<file path="src/rtl/assert_macros.svh">
`ifndef ASSERT_MACROS_SVH
`define ASSERT_MACROS_SVH

// same-cycle implication, disabled while reset is low
`define ASSERT_IMPL(label, clk, rst_n, ante, cons) \
    label: assert property (@(posedge clk) disable iff (!rst_n) (ante) |-> (cons)) \
        else $error("assertion failed");

// next-cycle implication, disabled while reset is low
`define ASSERT_NEXT(label, clk, rst_n, ante, cons) \
    label: assert property (@(posedge clk) disable iff (!rst_n) (ante) |=> (cons)) \
        else $error("assertion failed");

`endif

</file>
<file path="src/rtl/ctpc_pkg.sv">
`timescale 1ns / 1ps
package ctpc_pkg;

    localparam int RAW_SAMPLE_W = 22;
    localparam int TIME_W       = 48;
    localparam int EVENT_W      = 2;
    localparam int PHASE_W      = 2;
    localparam int CFG_IDX_W    = 2;
    localparam int CFG_DATA_W   = 24;
    localparam int PCT_W        = 7;
    localparam int DEB_W        = 4;
    localparam int DUR_W        = 24;

    localparam logic [PHASE_W-1:0] PH_CAL  = 2'd0;
    localparam logic [PHASE_W-1:0] PH_RUN  = 2'd1;
    localparam logic [PHASE_W-1:0] PH_FAIL = 2'd2;

    localparam logic [EVENT_W-1:0] EV_NONE  = 2'd0;
    localparam logic [EVENT_W-1:0] EV_SHORT = 2'd1;
    localparam logic [EVENT_W-1:0] EV_LONG  = 2'd2;

    localparam logic [CFG_IDX_W-1:0] CFG_THRESHOLD = 2'd0;
    localparam logic [CFG_IDX_W-1:0] CFG_DEBOUNCE  = 2'd1;
    localparam logic [CFG_IDX_W-1:0] CFG_LONG      = 2'd2;
    localparam logic [CFG_IDX_W-1:0] CFG_MIN       = 2'd3;

    localparam logic [PCT_W-1:0] PCT_RESET  = 7'd75;
    localparam logic [DEB_W-1:0] DEB_RESET  = 4'd3;
    localparam logic [DUR_W-1:0] LONG_RESET = 24'd1200000;
    localparam logic [DUR_W-1:0] MIN_RESET  = 24'd60000;

    // percent scale and baseline filter shift (31/32 average)
    localparam int PCT_SCALE = 100;
    localparam int BASE_SH   = 5;

    typedef struct packed {
        logic load;
        logic cal_step;
        logic fail;
        logic div_start;
        logic div_step;
        logic div_finish;
        logic mul;
        logic upd;
        logic out_load;
    } t_dp_cmd;

    typedef struct packed {
        logic [PHASE_W-1:0] phase;
        logic               read_ok;
        logic               cal_done;
        logic               vc_zero;
        logic               div_last;
    } t_dp_sts;

endpackage

</file>
<file path="src/rtl/ctpc_ifs.sv">
`timescale 1ns / 1ps
interface ctpc_sample_if import ctpc_pkg::*; ();
    logic                    valid;
    logic                    ready;
    logic [RAW_SAMPLE_W-1:0] raw_sample;
    logic                    read_ok;
    logic [TIME_W-1:0]       time_us;

    modport source(output valid, raw_sample, read_ok, time_us, input ready);
    modport sink(input valid, raw_sample, read_ok, time_us, output ready);
endinterface

interface ctpc_result_if import ctpc_pkg::*; ();
    logic                    valid;
    logic                    ready;
    logic [EVENT_W-1:0]      press_event;
    logic [PHASE_W-1:0]      phase;
    logic                    is_touched;
    logic [RAW_SAMPLE_W-1:0] baseline_level;

    modport source(output valid, press_event, phase, is_touched, baseline_level, input ready);
    modport sink(input valid, press_event, phase, is_touched, baseline_level, output ready);
endinterface

interface ctpc_cfg_if import ctpc_pkg::*; ();
    logic                  valid;
    logic                  ready;
    logic [CFG_IDX_W-1:0]  index;
    logic [CFG_DATA_W-1:0] data;

    modport source(output valid, index, data, input ready);
    modport sink(input valid, index, data, output ready);
endinterface

</file>
<file path="src/rtl/ctpc_div.sv">
`timescale 1ns / 1ps
module ctpc_div #(
    parameter int DIVIDEND_W = 28,
    parameter int DIVISOR_W  = 6
) (
    input  logic                  i_clk,
    input  logic                  i_rst_n,
    input  logic                  i_start,
    input  logic                  i_step,
    input  logic [DIVIDEND_W-1:0] i_dividend,
    input  logic [DIVISOR_W-1:0]  i_divisor,
    output logic [DIVIDEND_W-1:0] o_quotient,
    output logic                  o_last
);

    localparam int CNT_W = (DIVIDEND_W > 1) ? $clog2(DIVIDEND_W) : 1;

    logic [DIVIDEND_W-1:0] r_quo;
    logic [DIVISOR_W-1:0]  r_rem;
    logic [DIVISOR_W-1:0]  r_den;
    logic [CNT_W-1:0]      r_cnt;
    logic [DIVISOR_W:0]    rem_sh;
    logic [DIVISOR_W:0]    diff;
    logic                  ge;

    // restoring divide, one quotient bit per step
    always_comb begin
        rem_sh = {r_rem, r_quo[DIVIDEND_W-1]};
        diff   = rem_sh - {1'b0, r_den};
        ge     = rem_sh >= {1'b0, r_den};
    end

    always_ff @(posedge i_clk) begin
        if (i_start) begin
            r_quo <= i_dividend;
            r_rem <= '0;
            r_den <= i_divisor;
        end else if (i_step) begin
            r_quo <= {r_quo[DIVIDEND_W-2:0], ge};
            r_rem <= ge ? diff[DIVISOR_W-1:0] : rem_sh[DIVISOR_W-1:0];
        end
    end

    always_ff @(posedge i_clk) begin
        if (!i_rst_n) begin
            r_cnt <= '0;
        end else if (i_start) begin
            r_cnt <= '0;
        end else if (i_step) begin
            r_cnt <= r_cnt + 1'b1;
        end
    end

    assign o_quotient = r_quo;
    assign o_last     = r_cnt == CNT_W'(DIVIDEND_W - 1);

endmodule

</file>
<file path="src/rtl/ctpc_dp.sv">
`timescale 1ns / 1ps
`include "assert_macros.svh"
module ctpc_dp import ctpc_pkg::*; #(
    parameter int CAL_SAMPLES = 32,
    parameter int SAMPLE_BITS = 22
) (
    input  logic                    i_clk,
    input  logic                    i_rst_n,
    input  t_dp_cmd                 i_cmd,
    output t_dp_sts                 o_sts,
    input  logic [RAW_SAMPLE_W-1:0] i_raw_sample,
    input  logic                    i_read_ok,
    input  logic [TIME_W-1:0]       i_time_us,
    input  logic                    i_cfg_we,
    input  logic [CFG_IDX_W-1:0]    i_cfg_idx,
    input  logic [CFG_DATA_W-1:0]   i_cfg_data,
    output logic [EVENT_W-1:0]      o_press_event,
    output logic [PHASE_W-1:0]      o_phase,
    output logic                    o_is_touched,
    output logic [RAW_SAMPLE_W-1:0] o_baseline_level
);

    localparam int RAW_W  = (SAMPLE_BITS < RAW_SAMPLE_W) ? SAMPLE_BITS : RAW_SAMPLE_W;
    localparam int CNT_W  = $clog2(CAL_SAMPLES + 1);
    localparam int SUM_W  = RAW_W + CNT_W;
    localparam int PROD_W = RAW_W + PCT_W;
    localparam int FILT_W = RAW_W + BASE_SH;

    // configuration
    logic [PCT_W-1:0] r_pct;
    logic [DEB_W-1:0] r_deb;
    logic [DUR_W-1:0] r_long;
    logic [DUR_W-1:0] r_min;

    // latched input word
    logic [RAW_W-1:0]  r_raw;
    logic              r_ok;
    logic [TIME_W-1:0] r_time;

    // block state
    logic [PHASE_W-1:0] r_phase;
    logic [CNT_W-1:0]   r_slot;
    logic [CNT_W-1:0]   r_vc;
    logic [SUM_W-1:0]   r_sum;
    logic [RAW_W-1:0]   r_base;
    logic               r_stable;
    logic               r_cand;
    logic [DEB_W-1:0]   r_match;
    logic [TIME_W-1:0]  r_press;
    logic [EVENT_W-1:0] r_ev;
    logic [PROD_W-1:0]  r_prod;

    // output word
    logic [EVENT_W-1:0]      r_o_ev;
    logic [PHASE_W-1:0]      r_o_phase;
    logic                    r_o_touch;
    logic [RAW_SAMPLE_W-1:0] r_o_base;

    logic [SUM_W-1:0]   quotient;
    logic               div_last;
    logic [PROD_W-1:0]  lim;
    logic               touched;
    logic               n_cand;
    logic [DEB_W-1:0]   n_match;
    logic               n_stable;
    logic               n_press_set;
    logic [EVENT_W-1:0] n_ev;
    logic [TIME_W-1:0]  dur;
    logic [FILT_W-1:0]  filt;
    logic               base_track;
    logic               live;

    ctpc_div #(
        .DIVIDEND_W(SUM_W),
        .DIVISOR_W (CNT_W)
    ) u_div (
        .i_clk     (i_clk),
        .i_rst_n   (i_rst_n),
        .i_start   (i_cmd.div_start),
        .i_step    (i_cmd.div_step),
        .i_dividend(r_sum),
        .i_divisor (r_vc),
        .o_quotient(quotient),
        .o_last    (div_last)
    );

    // touched when raw < floor(base*pct/100), i.e. base*pct >= 100*(raw+1)
    always_comb begin
        lim         = PROD_W'(r_raw) * PROD_W'(PCT_SCALE) + PROD_W'(PCT_SCALE);
        touched     = r_prod >= lim;
        n_cand      = r_cand;
        n_match     = r_match;
        n_stable    = r_stable;
        n_press_set = 1'b0;
        n_ev        = EV_NONE;
        dur         = r_time - r_press;
        if (touched == r_cand) begin
            if (r_match < r_deb) begin
                n_match = r_match + 1'b1;
            end
        end else begin
            n_cand  = touched;
            n_match = DEB_W'(1);
        end
        if (n_match >= r_deb && r_stable != n_cand) begin
            n_stable = n_cand;
            if (n_cand) begin
                n_press_set = 1'b1;
            end else if (dur >= TIME_W'(r_long)) begin
                n_ev = EV_LONG;
            end else if (dur >= TIME_W'(r_min)) begin
                n_ev = EV_SHORT;
            end
        end
        base_track = !n_stable && !n_cand;
        filt       = (FILT_W'(r_base) << BASE_SH) - FILT_W'(r_base) + FILT_W'(r_raw);
    end

    always_ff @(posedge i_clk) begin
        if (!i_rst_n) begin
            r_pct  <= PCT_RESET;
            r_deb  <= DEB_RESET;
            r_long <= LONG_RESET;
            r_min  <= MIN_RESET;
        end else if (i_cfg_we) begin
            case (i_cfg_idx)
                CFG_THRESHOLD: r_pct  <= i_cfg_data[PCT_W-1:0];
                CFG_DEBOUNCE:  r_deb  <= i_cfg_data[DEB_W-1:0];
                CFG_LONG:      r_long <= i_cfg_data[DUR_W-1:0];
                CFG_MIN:       r_min  <= i_cfg_data[DUR_W-1:0];
                default: begin
                end
            endcase
        end
    end

    always_ff @(posedge i_clk) begin
        if (i_cmd.load) begin
            r_raw  <= i_raw_sample[RAW_W-1:0];
            r_ok   <= i_read_ok;
            r_time <= i_time_us;
        end
        if (i_cmd.mul) begin
            r_prod <= PROD_W'(r_base) * PROD_W'(r_pct);
        end
    end

    always_ff @(posedge i_clk) begin
        if (!i_rst_n) begin
            r_phase  <= PH_CAL;
            r_slot   <= '0;
            r_vc     <= '0;
            r_sum    <= '0;
            r_base   <= '0;
            r_stable <= 1'b0;
            r_cand   <= 1'b0;
            r_match  <= '0;
            r_press  <= '0;
            r_ev     <= EV_NONE;
        end else begin
            if (i_cmd.load) begin
                r_ev <= EV_NONE;
            end
            if (i_cmd.cal_step) begin
                r_slot <= r_slot + 1'b1;
                if (r_ok) begin
                    r_sum <= r_sum + SUM_W'(r_raw);
                    r_vc  <= r_vc + 1'b1;
                end
            end
            if (i_cmd.fail) begin
                r_phase <= PH_FAIL;
            end
            if (i_cmd.div_finish) begin
                r_base  <= quotient[RAW_W-1:0];
                r_phase <= PH_RUN;
            end
            if (i_cmd.upd) begin
                r_cand   <= n_cand;
                r_match  <= n_match;
                r_stable <= n_stable;
                r_ev     <= n_ev;
                if (n_press_set) begin
                    r_press <= r_time;
                end
                if (base_track) begin
                    r_base <= filt[FILT_W-1:BASE_SH];
                end
            end
        end
    end

    assign live = r_phase == PH_RUN;

    always_ff @(posedge i_clk) begin
        if (i_cmd.out_load) begin
            r_o_ev    <= r_ev;
            r_o_phase <= r_phase;
            r_o_touch <= live && r_stable;
            r_o_base  <= live ? RAW_SAMPLE_W'(r_base) : '0;
        end
    end

    assign o_sts.phase    = r_phase;
    assign o_sts.read_ok  = r_ok;
    assign o_sts.cal_done = r_slot >= CNT_W'(CAL_SAMPLES);
    assign o_sts.vc_zero  = r_vc == '0;
    assign o_sts.div_last = div_last;

    assign o_press_event    = r_o_ev;
    assign o_phase          = r_o_phase;
    assign o_is_touched     = r_o_touch;
    assign o_baseline_level = r_o_base;

    `ASSERT_IMPL(a_event_on_release, i_clk, i_rst_n, r_ev != EV_NONE, !r_stable && r_phase == PH_RUN)

endmodule

</file>
<file path="src/rtl/ctpc_ctrl.sv">
`timescale 1ns / 1ps
`include "assert_macros.svh"
module ctpc_ctrl import ctpc_pkg::*; (
    input  logic    i_clk,
    input  logic    i_rst_n,
    input  logic    i_in_valid,
    output logic    o_in_ready,
    output logic    o_out_valid,
    input  logic    i_out_ready,
    output t_dp_cmd o_cmd,
    input  t_dp_sts i_sts
);

    localparam logic [2:0] S_IDLE = 3'd0;
    localparam logic [2:0] S_CAL  = 3'd1;
    localparam logic [2:0] S_CHK  = 3'd2;
    localparam logic [2:0] S_DIV  = 3'd3;
    localparam logic [2:0] S_FIN  = 3'd4;
    localparam logic [2:0] S_MUL  = 3'd5;
    localparam logic [2:0] S_UPD  = 3'd6;
    localparam logic [2:0] S_DONE = 3'd7;

    logic [2:0] r_state;
    logic [2:0] n_state;
    logic       r_out_valid;
    logic       n_out_valid;

    always_comb begin
        n_state     = r_state;
        o_cmd       = '0;
        o_in_ready  = 1'b0;
        n_out_valid = r_out_valid && !i_out_ready;
        case (r_state)
            S_IDLE: begin
                o_in_ready = 1'b1;
                if (i_in_valid) begin
                    o_cmd.load = 1'b1;
                    n_state    = (i_sts.phase == PH_CAL) ? S_CAL : S_MUL;
                end
            end
            S_CAL: begin
                o_cmd.cal_step = 1'b1;
                n_state        = S_CHK;
            end
            S_CHK: begin
                if (!i_sts.cal_done) begin
                    n_state = S_DONE;
                end else if (i_sts.vc_zero) begin
                    o_cmd.fail = 1'b1;
                    n_state    = S_DONE;
                end else begin
                    o_cmd.div_start = 1'b1;
                    n_state         = S_DIV;
                end
            end
            S_DIV: begin
                o_cmd.div_step = 1'b1;
                if (i_sts.div_last) begin
                    n_state = S_FIN;
                end
            end
            S_FIN: begin
                o_cmd.div_finish = 1'b1;
                n_state          = S_DONE;
            end
            S_MUL: begin
                if (i_sts.phase == PH_RUN && i_sts.read_ok) begin
                    o_cmd.mul = 1'b1;
                    n_state   = S_UPD;
                end else begin
                    n_state = S_DONE;
                end
            end
            S_UPD: begin
                o_cmd.upd = 1'b1;
                n_state   = S_DONE;
            end
            S_DONE: begin
                // wait for the output register to free up
                if (!r_out_valid || i_out_ready) begin
                    o_cmd.out_load = 1'b1;
                    n_out_valid    = 1'b1;
                    n_state        = S_IDLE;
                end
            end
            default: begin
                n_state = S_IDLE;
            end
        endcase
    end

    always_ff @(posedge i_clk) begin
        if (!i_rst_n) begin
            r_state     <= S_IDLE;
            r_out_valid <= 1'b0;
        end else begin
            r_state     <= n_state;
            r_out_valid <= n_out_valid;
        end
    end

    assign o_out_valid = r_out_valid;

    `ASSERT_IMPL(a_div_only_calibrating, i_clk, i_rst_n, r_state == S_DIV, i_sts.phase == PH_CAL)
    `ASSERT_NEXT(a_fail_sets_phase, i_clk, i_rst_n, o_cmd.fail, i_sts.phase == PH_FAIL)
    `ASSERT_NEXT(a_accept_leaves_idle, i_clk, i_rst_n, i_in_valid && o_in_ready, r_state != S_IDLE)

endmodule

</file>
<file path="src/rtl/capacitive_touch_press_classifier.sv">
// path: running IDLE, MUL, UPD, DONE (ignored: no UPD); calibration IDLE, CAL, CHK, DONE
// last calibration slot: CHK starts a divide, DIV steps it and FIN loads the baseline,
//     restoring divide at one quotient bit per cycle
// handshake: one word at a time; next word accepted the cycle after the result registers,
//     and DONE holds while a result waits for the sink
// reset: synchronous active low; clears FSM and tracking state, restores config defaults
`timescale 1ns / 1ps
module capacitive_touch_press_classifier import ctpc_pkg::*; #(
    parameter int CAL_SAMPLES = 32,
    parameter int SAMPLE_BITS = 22
) (
    input  logic            i_clk,
    input  logic            i_rst_n,
    ctpc_sample_if.sink     i_sample,
    ctpc_result_if.source   o_result,
    ctpc_cfg_if.sink        i_cfg
);

    t_dp_cmd cmd;
    t_dp_sts sts;

    assign i_cfg.ready = 1'b1;

    ctpc_ctrl u_ctrl (
        .i_clk      (i_clk),
        .i_rst_n    (i_rst_n),
        .i_in_valid (i_sample.valid),
        .o_in_ready (i_sample.ready),
        .o_out_valid(o_result.valid),
        .i_out_ready(o_result.ready),
        .o_cmd      (cmd),
        .i_sts      (sts)
    );

    ctpc_dp #(
        .CAL_SAMPLES(CAL_SAMPLES),
        .SAMPLE_BITS(SAMPLE_BITS)
    ) u_dp (
        .i_clk           (i_clk),
        .i_rst_n         (i_rst_n),
        .i_cmd           (cmd),
        .o_sts           (sts),
        .i_raw_sample    (i_sample.raw_sample),
        .i_read_ok       (i_sample.read_ok),
        .i_time_us       (i_sample.time_us),
        .i_cfg_we        (i_cfg.valid),
        .i_cfg_idx       (i_cfg.index),
        .i_cfg_data      (i_cfg.data),
        .o_press_event   (o_result.press_event),
        .o_phase         (o_result.phase),
        .o_is_touched    (o_result.is_touched),
        .o_baseline_level(o_result.baseline_level)
    );

endmodule
</file>
<file path="src/flat_wrapper.sv">
// flat-port wrapper written by rule: the top's interface ports become plain ports
module capacitive_touch_press_classifier_flat import ctpc_pkg::*;
#(
    parameter int CAL_SAMPLES = 32,
    parameter int SAMPLE_BITS = 22
)
  (i_clk, i_rst_n, i_sample_valid, i_sample_raw_sample, i_sample_read_ok, i_sample_time_us, i_sample_ready, o_result_valid, o_result_press_event, o_result_phase, o_result_is_touched, o_result_baseline_level, o_result_ready, i_cfg_valid, i_cfg_index, i_cfg_data, i_cfg_ready);
  ctpc_sample_if i_sample_i ();
  ctpc_result_if o_result_i ();
  ctpc_cfg_if i_cfg_i ();
  input  logic i_clk;
  input  logic i_rst_n;
  input wire logic [$bits(i_sample_i.valid)-1:0] i_sample_valid;
  input wire logic [$bits(i_sample_i.raw_sample)-1:0] i_sample_raw_sample;
  input wire logic [$bits(i_sample_i.read_ok)-1:0] i_sample_read_ok;
  input wire logic [$bits(i_sample_i.time_us)-1:0] i_sample_time_us;
  output wire logic [$bits(i_sample_i.ready)-1:0] i_sample_ready;
  output wire logic [$bits(o_result_i.valid)-1:0] o_result_valid;
  output wire logic [$bits(o_result_i.press_event)-1:0] o_result_press_event;
  output wire logic [$bits(o_result_i.phase)-1:0] o_result_phase;
  output wire logic [$bits(o_result_i.is_touched)-1:0] o_result_is_touched;
  output wire logic [$bits(o_result_i.baseline_level)-1:0] o_result_baseline_level;
  input wire logic [$bits(o_result_i.ready)-1:0] o_result_ready;
  input wire logic [$bits(i_cfg_i.valid)-1:0] i_cfg_valid;
  input wire logic [$bits(i_cfg_i.index)-1:0] i_cfg_index;
  input wire logic [$bits(i_cfg_i.data)-1:0] i_cfg_data;
  output wire logic [$bits(i_cfg_i.ready)-1:0] i_cfg_ready;
  assign i_sample_i.valid = i_sample_valid;
  assign i_sample_i.raw_sample = i_sample_raw_sample;
  assign i_sample_i.read_ok = i_sample_read_ok;
  assign i_sample_i.time_us = i_sample_time_us;
  assign i_sample_ready = i_sample_i.ready;
  assign o_result_valid = o_result_i.valid;
  assign o_result_press_event = o_result_i.press_event;
  assign o_result_phase = o_result_i.phase;
  assign o_result_is_touched = o_result_i.is_touched;
  assign o_result_baseline_level = o_result_i.baseline_level;
  assign o_result_i.ready = o_result_ready;
  assign i_cfg_i.valid = i_cfg_valid;
  assign i_cfg_i.index = i_cfg_index;
  assign i_cfg_i.data = i_cfg_data;
  assign i_cfg_ready = i_cfg_i.ready;
  capacitive_touch_press_classifier #(.CAL_SAMPLES(CAL_SAMPLES), .SAMPLE_BITS(SAMPLE_BITS)) u_core (.i_clk(i_clk), .i_rst_n(i_rst_n), .i_sample(i_sample_i), .o_result(o_result_i), .i_cfg(i_cfg_i));
endmodule
</file>
<file path="config.mk">
export PLATFORM = sky130hd
export DESIGN_NAME = capacitive_touch_press_classifier_flat
export DESIGN_NICKNAME = d
export VERILOG_FILES = /design/src/rtl/ctpc_pkg.sv /design/src/rtl/ctpc_ifs.sv /design/src/rtl/ctpc_div.sv /design/src/rtl/ctpc_dp.sv /design/src/rtl/ctpc_ctrl.sv /design/src/rtl/capacitive_touch_press_classifier.sv /design/src/flat_wrapper.sv
export VERILOG_INCLUDE_DIRS = /design/src /design/src/rtl
export SDC_FILE = /design/constraint.sdc
export NUM_CORES = 1
export LEC_CHECK = 0
export BUFFER_PORTS_ARGS = -buffer_cell sky130_fd_sc_hd__buf_2
export CELL_PAD_IN_SITES_DETAIL_PLACEMENT = 1
export CELL_PAD_IN_SITES_GLOBAL_PLACEMENT = 2
export CORE_MARGIN = 3
export CORE_UTILIZATION = 25
export CTS_BUF_LIST = sky130_fd_sc_hd__clkbuf_16
export CTS_CLUSTER_SIZE = 30
export DETAILED_ROUTE_END_ITERATION = 7
export GPL_TIMING_DRIVEN = 0
export PLACE_DENSITY_LB_ADDON = 0.2
export SLEW_MARGIN = 20
export SYNTH_ARGS = -nofsm -noshare
export SYNTH_HDL_FRONTEND = slang
export SYNTH_SLANG_ARGS = --single-unit
</file>
<file path="constraint.sdc">
create_clock -name i_clk -period 12.44 [get_ports i_clk]
set_clock_uncertainty 0.15 [all_clocks]
set_input_delay 3.732 -clock i_clk [delete_from_list [all_inputs] [get_ports i_clk]]
set_output_delay 3.732 -clock i_clk [all_outputs]
set_load 0.1 [all_outputs]
</file>
==> impl_metrics.ini, run 1 <==
[setup_path]
cp-start-kind = flip-flop
r2r_cells = 34
cp.arrival_ns = 10.63
worst-r2r-setup-slack_ns = 2.19
crit_path_frequent_cell = ha_1
critPathMaxStageDelay_ns = 0.78
endpoint_kind = flip-flop
reg2reg_from = u_core.u_dp.r_raw[8]
critPathMaxFanout = 10
cpMaxStageDelayCell = nor3_1
r2r_end = u_core.u_dp.r_press[44]
required_ns = 12.82
crit_type = flip-flop to flip-flop

[final_layout]
syn_to_final_growth_pct = 14.9
final_common_cell = nand2_1
fin_nets = 3834
fillers = 12800
most-common-layout-cells = nand2_1 (539), inv_1 (343), ha_1 (310), dfxtp_1 (194), a21oi_1 (166)
drive_above_1_share_pct = 7.58

[global_routing]
grt_pass1_vias = 23300
grt_pass1_wl_microns = 141000
antenna_found_initial = 18
overflow = 0
track_usage_pct = 15.8
grt_max_degree = 46

[clocking]
h-tree-depth = 2
cts_buffer_depth = 3
ctsResizeCount = 0
cts.clk_slew.worst_paths_ns = 0.06
numCtsBuffers = 47
ctsHoldBuffers = 0
post_cts_buffers = 0
clock_sinks = 355
root_buffer = clkbuf_16
tritoncts = done
clkLatencyLatePin_ns = 0.60

[outcome]
outcome = completed

[sta]
tightest_slew_ns = 0.958
relSlewSlack_pct = 35.7
rsz0062_at_grt = no
finalCritPeriodShare_pct = 82.4
setup_viol_count_final = 0
hold_viol = 0
max_freq_mhz = 97.5
final.min_clock_period_ns = 10.25
slew_violations = 0
setup_tns_ns = 0

[logic_synthesis]
synth.net_count = 3653
ys_warn_count = 0
synth.distinct_cells = 90
synth_edf_count = 161
yosysSeqAreaShare_pct = 31.4
syn_area_per_cell_sq_um = 8.94
synth_ff_type = dfxtp_1
syn_area_sq_mm = 0.0278
yosys_register_bits = 355
synthCells = 3105
ys_async_sr_fraction_pct = 0

[worst_hold_path]
min_to = u_core.u_dp.o_press_event[1]
hold_path.class = flip-flop to flip-flop
min_from = u_core.u_dp.r_ev[1]
hold_depth = 0

[power]
combPwrFrac_pct = 42.4
seqPwrFrac_pct = 28.8
p_per_area_mw_per_mm2 = 150
sw_frac_of_total_pct = 39.1
internal_power_mw = 2.91
power_mw = 4.79
power_frac_clock_pct = 28.8
leakage_nw = 13.7
p_switching_mw = 1.87
ir_worst_vdd_uv = 94.1

[routing]
totalWireLength_microns = 90600
vias = 21800
drtIter0Drc = 1051
wl_per_cell_microns = 18.9
drtAntennaViolNets = 0
first_pass_iters = 5
routed_via_density = 4.54
drcViolationCount = 0

[floorplan]
core_area_sq_mm = 0.109
die_h_microns = 339
die_w_microns = 339
ios = 132
fp.dieArea_sq_mm = 0.115
fp-row-count = 121
start_util_pct = 25.4

[place]
io_buffers = 129
gp_congestion = 0.785
dpl.hpwl_microns = 72600

[flow_run]
drv_cap = 0
## area by class of cell
| class | instances | area [sq um] | area share, % |
|---|---|---|---|
| clock buffers | 49 | 1230 | 3.84 |
| inverters | 336 | 1260 | 3.95 |
| diodes | 4 | 10.0 | 0.0314 |
| repair buffers | 132 | 713 | 2.24 |
| plain buffers | 127 | 544 | 1.71 |
| well taps | 1476 | 1850 | 5.79 |
| flip-flops and latches | 355 | 8720 | 27.3 |
| multi-input cells | 2287 | 17300 | 54.1 |
| clock inverters | 38 | 315 | 0.988 |
## registers in the layout (all words and copies together) (netlist names), 7 cells and up
register                      flops
u_core.u_dp.r_min                24
u_core.u_dp.r_pct                 7
u_core.u_dp.r_base               22
u_core.u_dp.r_prod               29
u_core.u_dp.r_sum                28
u_core.u_dp.r_raw                22
u_core.u_dp.r_press              48
u_core.u_dp.u_div.o_quotient     28
u_core.u_dp.r_long               24
u_core.u_dp.r_time               48
u_core.u_dp.o_baseline_level     22
## worst max-delay path, delay by kind of cell, from the launching register on
family                   cells  cell delay, ns
adder cells (fa/ha/maj)      7            2.42
AO/OA/AOI/OAI                9            1.69
flip-flops                   1            0.62
AND/OR/NAND/NOR             12            3.25
buffers and inverters        4            1.29
XOR/XNOR                     2            0.70
## synth_stat cells, types with 27 or more instances
| cell | number | area [sq um] |
|---|---|---|
| nor3_1 | 27 | 135 |
| fa_1 | 136 | 2720 |
| a21o_1 | 65 | 488 |
| o21a_1 | 29 | 218 |
| nor2b_1 | 36 | 225 |
| and2_1 | 101 | 632 |
| a21oi_1 | 166 | 831 |
| clkbuf_1 | 112 | 420 |
| ha_1 | 310 | 3880 |
| o21ai_0 | 108 | 541 |
| inv_1 | 335 | 1260 |
| xor2_1 | 58 | 508 |
| a21boi_0 | 98 | 736 |
| nand4_1 | 34 | 213 |
| nor2_1 | 112 | 420 |
| nand2b_1 | 30 | 188 |
| edfxtp_1 | 161 | 4830 |
| nand2_1 | 540 | 2030 |
| xnor2_1 | 101 | 885 |
| dfxtp_1 | 194 | 3880 |
| o211ai_1 | 41 | 308 |
| nand3_1 | 47 | 235 |
## stage by stage
| stage | util [%] | setup WS, ns | instance area, sq um | cells | hold slack [ns] |
|---|---|---|---|---|---|
| 3_5_place_dp | 27.7 | 2.08 | 30300 | 4713 | 0.275 |
| 3_3_place_gp | 27.6 | 2.17 | 30300 | 4710 | 0.272 |
| 2_1_floorplan | - | 4.76 | 27800 | 3105 | 0.258 |
| 5_1_grt | 29.1 | 1.43 | 31900 | 4800 | 0.295 |
| 4_1_cts | 29.1 | 2.01 | 31900 | 4800 | 0.290 |
| 6_report | 29.1 | 2.19 | 31900 | 4804 | 0.289 |
## how the worst max path moves through the flow
stage                          from                      end  slack [ns]  depth (start not counted)
6_report       u_core.u_dp.r_raw[8]  u_core.u_dp.r_press[44]        2.19                         34
5_1_grt        u_core.u_dp.r_raw[8]  u_core.u_dp.r_press[37]        1.43                         34
4_1_cts        u_core.u_dp.r_raw[8]  u_core.u_dp.r_press[44]        2.01                         34
3_5_place_dp   u_core.u_dp.r_raw[8]  u_core.u_dp.r_press[44]        2.08                         34
3_3_place_gp   u_core.u_dp.r_raw[8]  u_core.u_dp.r_press[44]        2.17                         34
2_1_floorplan  u_core.u_dp.r_raw[8]  u_core.u_dp.r_press[27]        4.76                         35
## power by group through the flow
stage | clock [mW] | sequential (mW) | combinational, mW
4_1_cts | 1.44 | 1.38 | 2.07
6_report | 1.38 | 1.38 | 2.03
5_1_grt | 1.49 | 1.39 | 2.33
3_5_place_dp | 0 | 1.41 | 2.05
3_3_place_gp | 0 | 1.41 | 2.05
2_1_floorplan | 0 | 1.38 | 1.49
## kinds of logic (layout without fill, tap and decap cells)
group / Yosys count / count (layout) / synth area share, %
AO/OA/AOI/OAI: 637 / 637 / 15.2
buffers and inverters: 463 / 682 / 6.50
multiplexers: 25 / 25 / 0.919
flip-flops: 355 / 355 / 31.4
adder cells (fa/ha/maj): 446 / 446 / 23.8
other: 1 / 5 / 0.0135
AND/OR/NAND/NOR: 1019 / 1019 / 17.1
XOR/XNOR: 159 / 159 / 5.02
## routing by layer
metal	GRT usage (%)	share of wire, %	up-vias
li1	-	-	10900
met1	22.3	49	10600
met2	26.0	45	276
met3	2.00	3.4	93
met4	3.08	1.9	0
met5	0	0	-
No activity file was read; power rests on OpenSTA's default activity.
==> inputs of run 2 (changes only) <==
--- a/config.mk
+++ b/config.mk
@@ -6,6 +6,7 @@
 export SDC_FILE = /design/constraint.sdc
 export NUM_CORES = 1
 export LEC_CHECK = 0
+export ABC_AREA = 1
 export BUFFER_PORTS_ARGS = -buffer_cell sky130_fd_sc_hd__buf_2
 export CELL_PAD_IN_SITES_DETAIL_PLACEMENT = 1
 export CELL_PAD_IN_SITES_GLOBAL_PLACEMENT = 2
==> constraint.sdc (replaced) <==
create_clock -name i_clk -period 9.55 [get_ports i_clk]
set_clock_uncertainty 0.15 [all_clocks]
set_input_delay 2.865 -clock i_clk [delete_from_list [all_inputs] [get_ports i_clk]]
set_output_delay 2.865 -clock i_clk [all_outputs]
set_load 0.1 [all_outputs]
==> run 2 against run 1 <==
Compared with the run above:
- wire length is 18% higher
- critical path depth is 3 higher
- clock-buffer cell count is 1 lower
- clock power is 41% higher
- utilization is 0.13 points lower
- combinational power grew to 3.7 times the previous value
- final cell count is 18% higher
- power is 140% higher
- largest cell class unchanged
==> impl_metrics.ini, run 2 <==
[worst_hold_path]
hold_path.class = flip-flop to flip-flop
min_from = u_core.u_dp.r_ev[1]
hold_depth = 0
min_to = u_core.u_dp.o_press_event[1]

[logic_synthesis]
yosysSeqAreaShare_pct = 29.6
synth.distinct_cells = 64
ys_async_sr_fraction_pct = 0
yosysTopAreaCell = edfxtp_1
yosys_register_bits = 355
synth_top_family_by_area = adder cells
syn_area_sq_mm = 0.0294
synth_top_cell_area_share_pct = 16.4
post-synth-top-count-cell = nand2_1
synth.net_count = 4474
synth_ff_type = dfxtp_1
synth_mux_area_share_pct = 0
yosys.area_share.simple_pct = 20.2
synth_compound_area_share_pct = 13.2
synthAdderAreaFrac_pct = 22.4
syn_area_per_cell_sq_um = 7.50
synth_edf_count = 161
synthTopCellsByCount = nand2_1 (909), inv_1 (741), a21oi_1 (336)
synthCells = 3926
synth_xor_area_share_pct = 3.71
synth.top_cells.by_area = edfxtp_1 (16%), dfxtp_1 (13%), ha_1 (13%)
ys_warn_count = 0

[routing]
first_pass_iters = 5
drtIter0Drc = 1039
routed_via_density = 4.51
drcViolationCount = 0
drtAntennaViolNets = 0
wl_per_cell_microns = 18.9
vias = 25600
totalWireLength_microns = 107000

[sta]
timing.hold.ws_ns = 0.284
max_freq_mhz = 111
finalCritPeriodShare_pct = 94.0
setup_tns_ns = 0
tightest_slew_ns = 1.03
relSlewSlack_pct = 31.4
final.min_clock_period_ns = 8.98
setup_viol_count_final = 0
rsz0062_at_grt = no
hold_viol = 0
slew_violations = 0

[clocking]
numCtsBuffers = 47
root_buffer = clkbuf_16
post_cts_buffers = 0
clkLatencyLatePin_ns = 0.64
cts_buffer_depth = 3
tritoncts = done
h-tree-depth = 2
cts.clk_slew.worst_paths_ns = 0.06
ctsHoldBuffers = 0
clock_sinks = 355

[floorplan]
fp-row-count = 125
start_util_pct = 25.3
core_area_sq_mm = 0.117
fp.dieArea_sq_mm = 0.122
ios = 132
die_w_microns = 349
die_h_microns = 349

[setup_path]
cpMaxStageDelayCell = clkbuf_1
r2r_end = u_core.u_dp.r_base[18]
critPathMaxStageDelay_ns = 0.65
r2r_cells = 37
crit_start = u_core.u_dp.r_raw[6]
required_ns = 9.92
cp-start-kind = flip-flop
crit_type = flip-flop to flip-flop
reg2reg_from = u_core.u_dp.r_raw[6]
critPathMaxFanout = 10
endpoint_kind = flip-flop
worst-r2r-setup-slack_ns = 0.57
cp.arrival_ns = 9.35

[global_routing]
grt_max_degree = 32
grt_pass1_wl_microns = 164000
grt_pass1_vias = 26700
track_usage_pct = 17.6
antenna_found_initial = 8
overflow = 0

[power]
leakage_nw = 16.4
ir_worst_vdd_uv = 161
p_per_area_mw_per_mm2 = 338

[place]
dpl.hpwl_microns = 89900
io_buffers = 130
placed_area_sq_mm = 0.0321
dp_cells = 5587
gp_congestion = 0.837

[final_layout]
syn_to_final_growth_pct = 14.9
most-common-layout-cells = nand2_1 (908), inv_1 (749), a21oi_1 (336), ha_1 (310), o21ai_0 (285)
instances_no_fill = 5676
final_common_cell = nand2_1
fin_nets = 4660
final_cell_area_sq_mm = 0.0338
reg_top3 = u_core.u_dp.r_press x48, u_core.u_dp.r_time x48, u_core.u_dp.r_prod x29
drive_above_1_share_pct = 6.62

[outcome]
outcome = completed

[flow_run]
drv_cap = 0
## run 2: how the worst max path moves through the flow
stage                                         end  slack [ns]  cells past startpoint
after global placement    u_core.u_dp.r_press[45]        0.07                     37
after CTS                 u_core.u_dp.r_press[45]        0.04                     37
final                      u_core.u_dp.r_base[18]        0.57                     37
after detailed placement  u_core.u_dp.r_press[45]        0.07                     37
after global routing      u_core.u_dp.r_press[15]       0.004                     37
after floorplan           u_core.u_dp.r_press[45]        2.94                     37
## run 2: cell families (layout without fill, tap and decap cells)
kind of cell             after synthesis  in the layout
AND/OR/NAND/NOR                     1432           1432
buffers and inverters                849           1074
AO/OA/AOI/OAI                        721            721
adder cells (fa/ha/maj)              446            446
flip-flops                           355            355
XOR/XNOR                             122            122
other                                  1              2
## run 2: worst max-delay path, delay by kind of cell (launching register included)
kind            cells  cell delay, ns
compound gates      9            2.33
xor+xnor            1            0.21
fa+ha+maj           7            2.48
buf+inv             7            1.29
flops               1            0.59
simple gates       13            1.76
## run 2: metal layers
metal | wire (microns) | GRT usage (%) | share of wire [%]
met4 | 2180 | 3.69 | 2.0
met1 | 52500 | 24.1 | 49
met3 | 2690 | 2.00 | 2.5
met2 | 49900 | 29.7 | 47
met5 | 0 | 0 | 0
## run 2: cell type report
class,instances,area [sq um]
fillers,14200,82700
multi-input cells,2722,17500
flip-flops and latches,355,8720
inverters,752,2820
well taps,1524,1910
clock buffers,48,1200
repair buffers,137,753
clock inverters,40,473
plain buffers,97,380
diodes,1,2.50
## run 2: timing repair
item                                   in CTS  in global routing
resized for setup                           0                 13
setup endpoints to repair                   0                 50
endpoints found under the hold margin       0                  0
## run 2: where the power goes
group | leakage (nW) | switching [mW] | internal [mW]
registers | 3.06 | 0.195 | 1.87
clock network | 0.847 | 0.775 | 1.17
logic | 12.5 | 4.94 | 2.47
## run 2: through the flow
stage	power [mW]	utilization, %	worst slack (ns)
3_3_place_gp	9.59	27.5	0.0727
6_report	11.4	29.0	0.572
3_5_place_dp	9.64	27.6	0.0737
5_1_grt	12.7	29.0	0.00385
4_1_cts	11.7	29.0	0.0359
2_1_floorplan	7.33	-	2.94
==> inputs of run 3 (changes only) <==
--- a/config.mk
+++ b/config.mk
@@ -16,6 +16,7 @@
 export CTS_CLUSTER_SIZE = 30
 export DETAILED_ROUTE_END_ITERATION = 7
 export GPL_TIMING_DRIVEN = 0
+export MAX_ROUTING_LAYER = met4
 export PLACE_DENSITY_LB_ADDON = 0.2
 export SLEW_MARGIN = 20
 export SYNTH_ARGS = -nofsm -noshare
==> run 3 against run 2 <==
Compared with the run above:
- non-clock buffer count is the same
- register-to-register slack lost 0.03 ns
- clock power is essentially flat
- die area is the same
==> impl_metrics.ini, run 3 (synthesized netlist as in run 2, its figures left out) <==
[setup_path]
crit_buf_inv = 6
endpoint_kind = flip-flop
critPathTopFamily = adder cells
r2r_cells = 36
crit_type = flip-flop to flip-flop
reg2reg_from = u_core.u_dp.r_raw[6]
crit_start = u_core.u_dp.r_raw[6]
crit_path_frequent_cell = nand2_1
critPathMaxFanout = 10
worst-r2r-setup-slack_ns = 0.55
crit_end = u_core.u_dp.r_base[18]
critPathMaxStageDelay_ns = 0.67
r2r_end = u_core.u_dp.r_base[18]
cp.depth = 36
cpMaxStageDelayCell = clkbuf_1
cp-start-kind = flip-flop
required_ns = 9.92
cp.arrival_ns = 9.37

[sta]
max_freq_mhz = 111
setup_viol_count_final = 0
tightest_slew_ns = 1.02
finalCritPeriodShare_pct = 94.3
final.min_clock_period_ns = 9.00
slew_violations = 0
hold_viol = 0
setup_slack_ns = 0.546
rsz0062_at_grt = no
setup_tns_ns = 0
relSlewSlack_pct = 31.9

[floorplan]
die_h_microns = 349
fp.dieArea_sq_mm = 0.122
ios = 132
start_util_pct = 25.3
die_w_microns = 349
core_area_sq_mm = 0.117
fp-row-count = 125

[power]
sw_frac_of_total_pct = 51.8
p_per_area_mw_per_mm2 = 338
power_frac_clock_pct = 17.0
leakage_nw = 16.4
internal_power_mw = 5.51
p_switching_mw = 5.91
ir_worst_vdd_uv = 161
combPwrFrac_pct = 64.9
seqPwrFrac_pct = 18.1

[global_routing]
overflow = 0
track_usage_pct = 18.1
grtUsageMet3_pct = 1.96
grt_use_met2_pct = 29.7
grt_pass1_wl_microns = 164000
top_usage_layer = met2
grt_pass1_vias = 26700
antenna_found_initial = 8
grt_use_met1_pct = 24.1
grt_max_degree = 32

[clocking]
clock_sinks = 355
clkLatencyLatePin_ns = 0.64
numCtsBuffers = 47
cts.clk_slew.worst_paths_ns = 0.06
ctsHoldBuffers = 0
post_cts_buffers = 0
root_buffer = clkbuf_16
h-tree-depth = 2
ctsResizeCount = 0
tritoncts = done
cts_buffer_depth = 3

[final_layout]
reg_top3 = u_core.u_dp.r_press x48, u_core.u_dp.r_time x48, u_core.u_dp.r_prod x29
num_antenna_cells = 0
syn_to_final_growth_pct = 14.9
final_cell_area_sq_mm = 0.0338
most-common-layout-cells = nand2_1 (908), inv_1 (749), a21oi_1 (336), ha_1 (310), o21ai_0 (285)
fin_nets = 4660
drive_above_1_share_pct = 6.62
final_common_cell = nand2_1

[routing]
first_pass_iters = 5
drtIter0Drc = 1044
wl_per_cell_microns = 18.9
routed_via_density = 4.52
vias = 25700
drtAntennaViolNets = 0
totalWireLength_microns = 107000
drcViolationCount = 0

[outcome]
outcome = completed

[worst_hold_path]
min_from = u_core.u_dp.r_ev[1]
hold_path.class = flip-flop to flip-flop

[place]
pre_cts_slack_ns = 0.0737
placed_area_sq_mm = 0.0321
io_buffers = 130
dpl.hpwl_microns = 89900
gp_congestion = 0.850

[flow_run]
drv_cap = 0
-- run 3: cell count changes in the layout (fill, tap and decap cells not counted), sizes merged --
| cell | before | now |
|---|---|---|
| diode | 1 | 0 |
-- run 3: worst min path at each step --
| stage | end | cells past startpoint |
|---|---|---|
| 2_1_floorplan | u_core.u_dp.o_press_event[0] | 0 |
| 3_3_place_gp | u_core.u_dp.o_press_event[1] | 0 |
| 3_5_place_dp | u_core.u_dp.o_press_event[1] | 0 |
| 4_1_cts | u_core.u_dp.o_press_event[1] | 0 |
| 5_1_grt | u_core.u_dp.o_press_event[1] | 0 |
| 6_report | u_core.u_dp.o_press_event[1] | 0 |
-- run 3: worst reg2reg max path: cells and delay by family (launching register included) --
kind	cells	cell delay [ns]
DFF	1	0.58
adders and majority gates	7	2.50
AOI/OAI and AO/OA	9	2.35
buffers and inverters	6	1.20
and+or+nand+nor	13	1.87
xor gates and xnor gates	1	0.19
-- run 3: power by group through the flow --
stage / Sequential [mW] / Clock [mW] / Combinational, mW
3_5_place_dp: 2.10 / 0 / 7.54
2_1_floorplan: 2.04 / 0 / 5.29
6_report: 2.07 / 1.94 / 7.41
3_3_place_gp: 2.12 / 0 / 7.47
4_1_cts: 2.07 / 2.02 / 7.59
5_1_grt: 2.09 / 2.07 / 8.51
-- run 3: per-layer routing --
metal,part of all wire (%),vias to the layer above
met5,0,-
met4,2.0,0
met3,2.6,104
met2,47,292
met1,49,12300
li1,-,13000
-- run 3: stage by stage --
stage / instances / power [mW] / util, % / hold slack [ns]
after global placement: 5580 / 9.59 / 27.5 / 0.265
after CTS: 5675 / 11.7 / 29.0 / 0.288
after detailed placement: 5587 / 9.64 / 27.6 / 0.277
after global routing: 5675 / 12.7 / 29.0 / 0.297
after floorplan: 3926 / 7.33 / - / 0.259
final: 5675 / 11.4 / 29.0 / 0.285
-- run 3: area by class of cell --
class | instances | area [sq um]
inverters | 752 | 2820
clock buffers | 48 | 1200
clock inverters | 40 | 473
multi-input cells | 2722 | 17500
repair buffers | 137 | 753
flip-flops and latches | 355 | 8720
fillers | 14200 | 82700
plain buffers | 97 | 380
well taps | 1524 | 1910
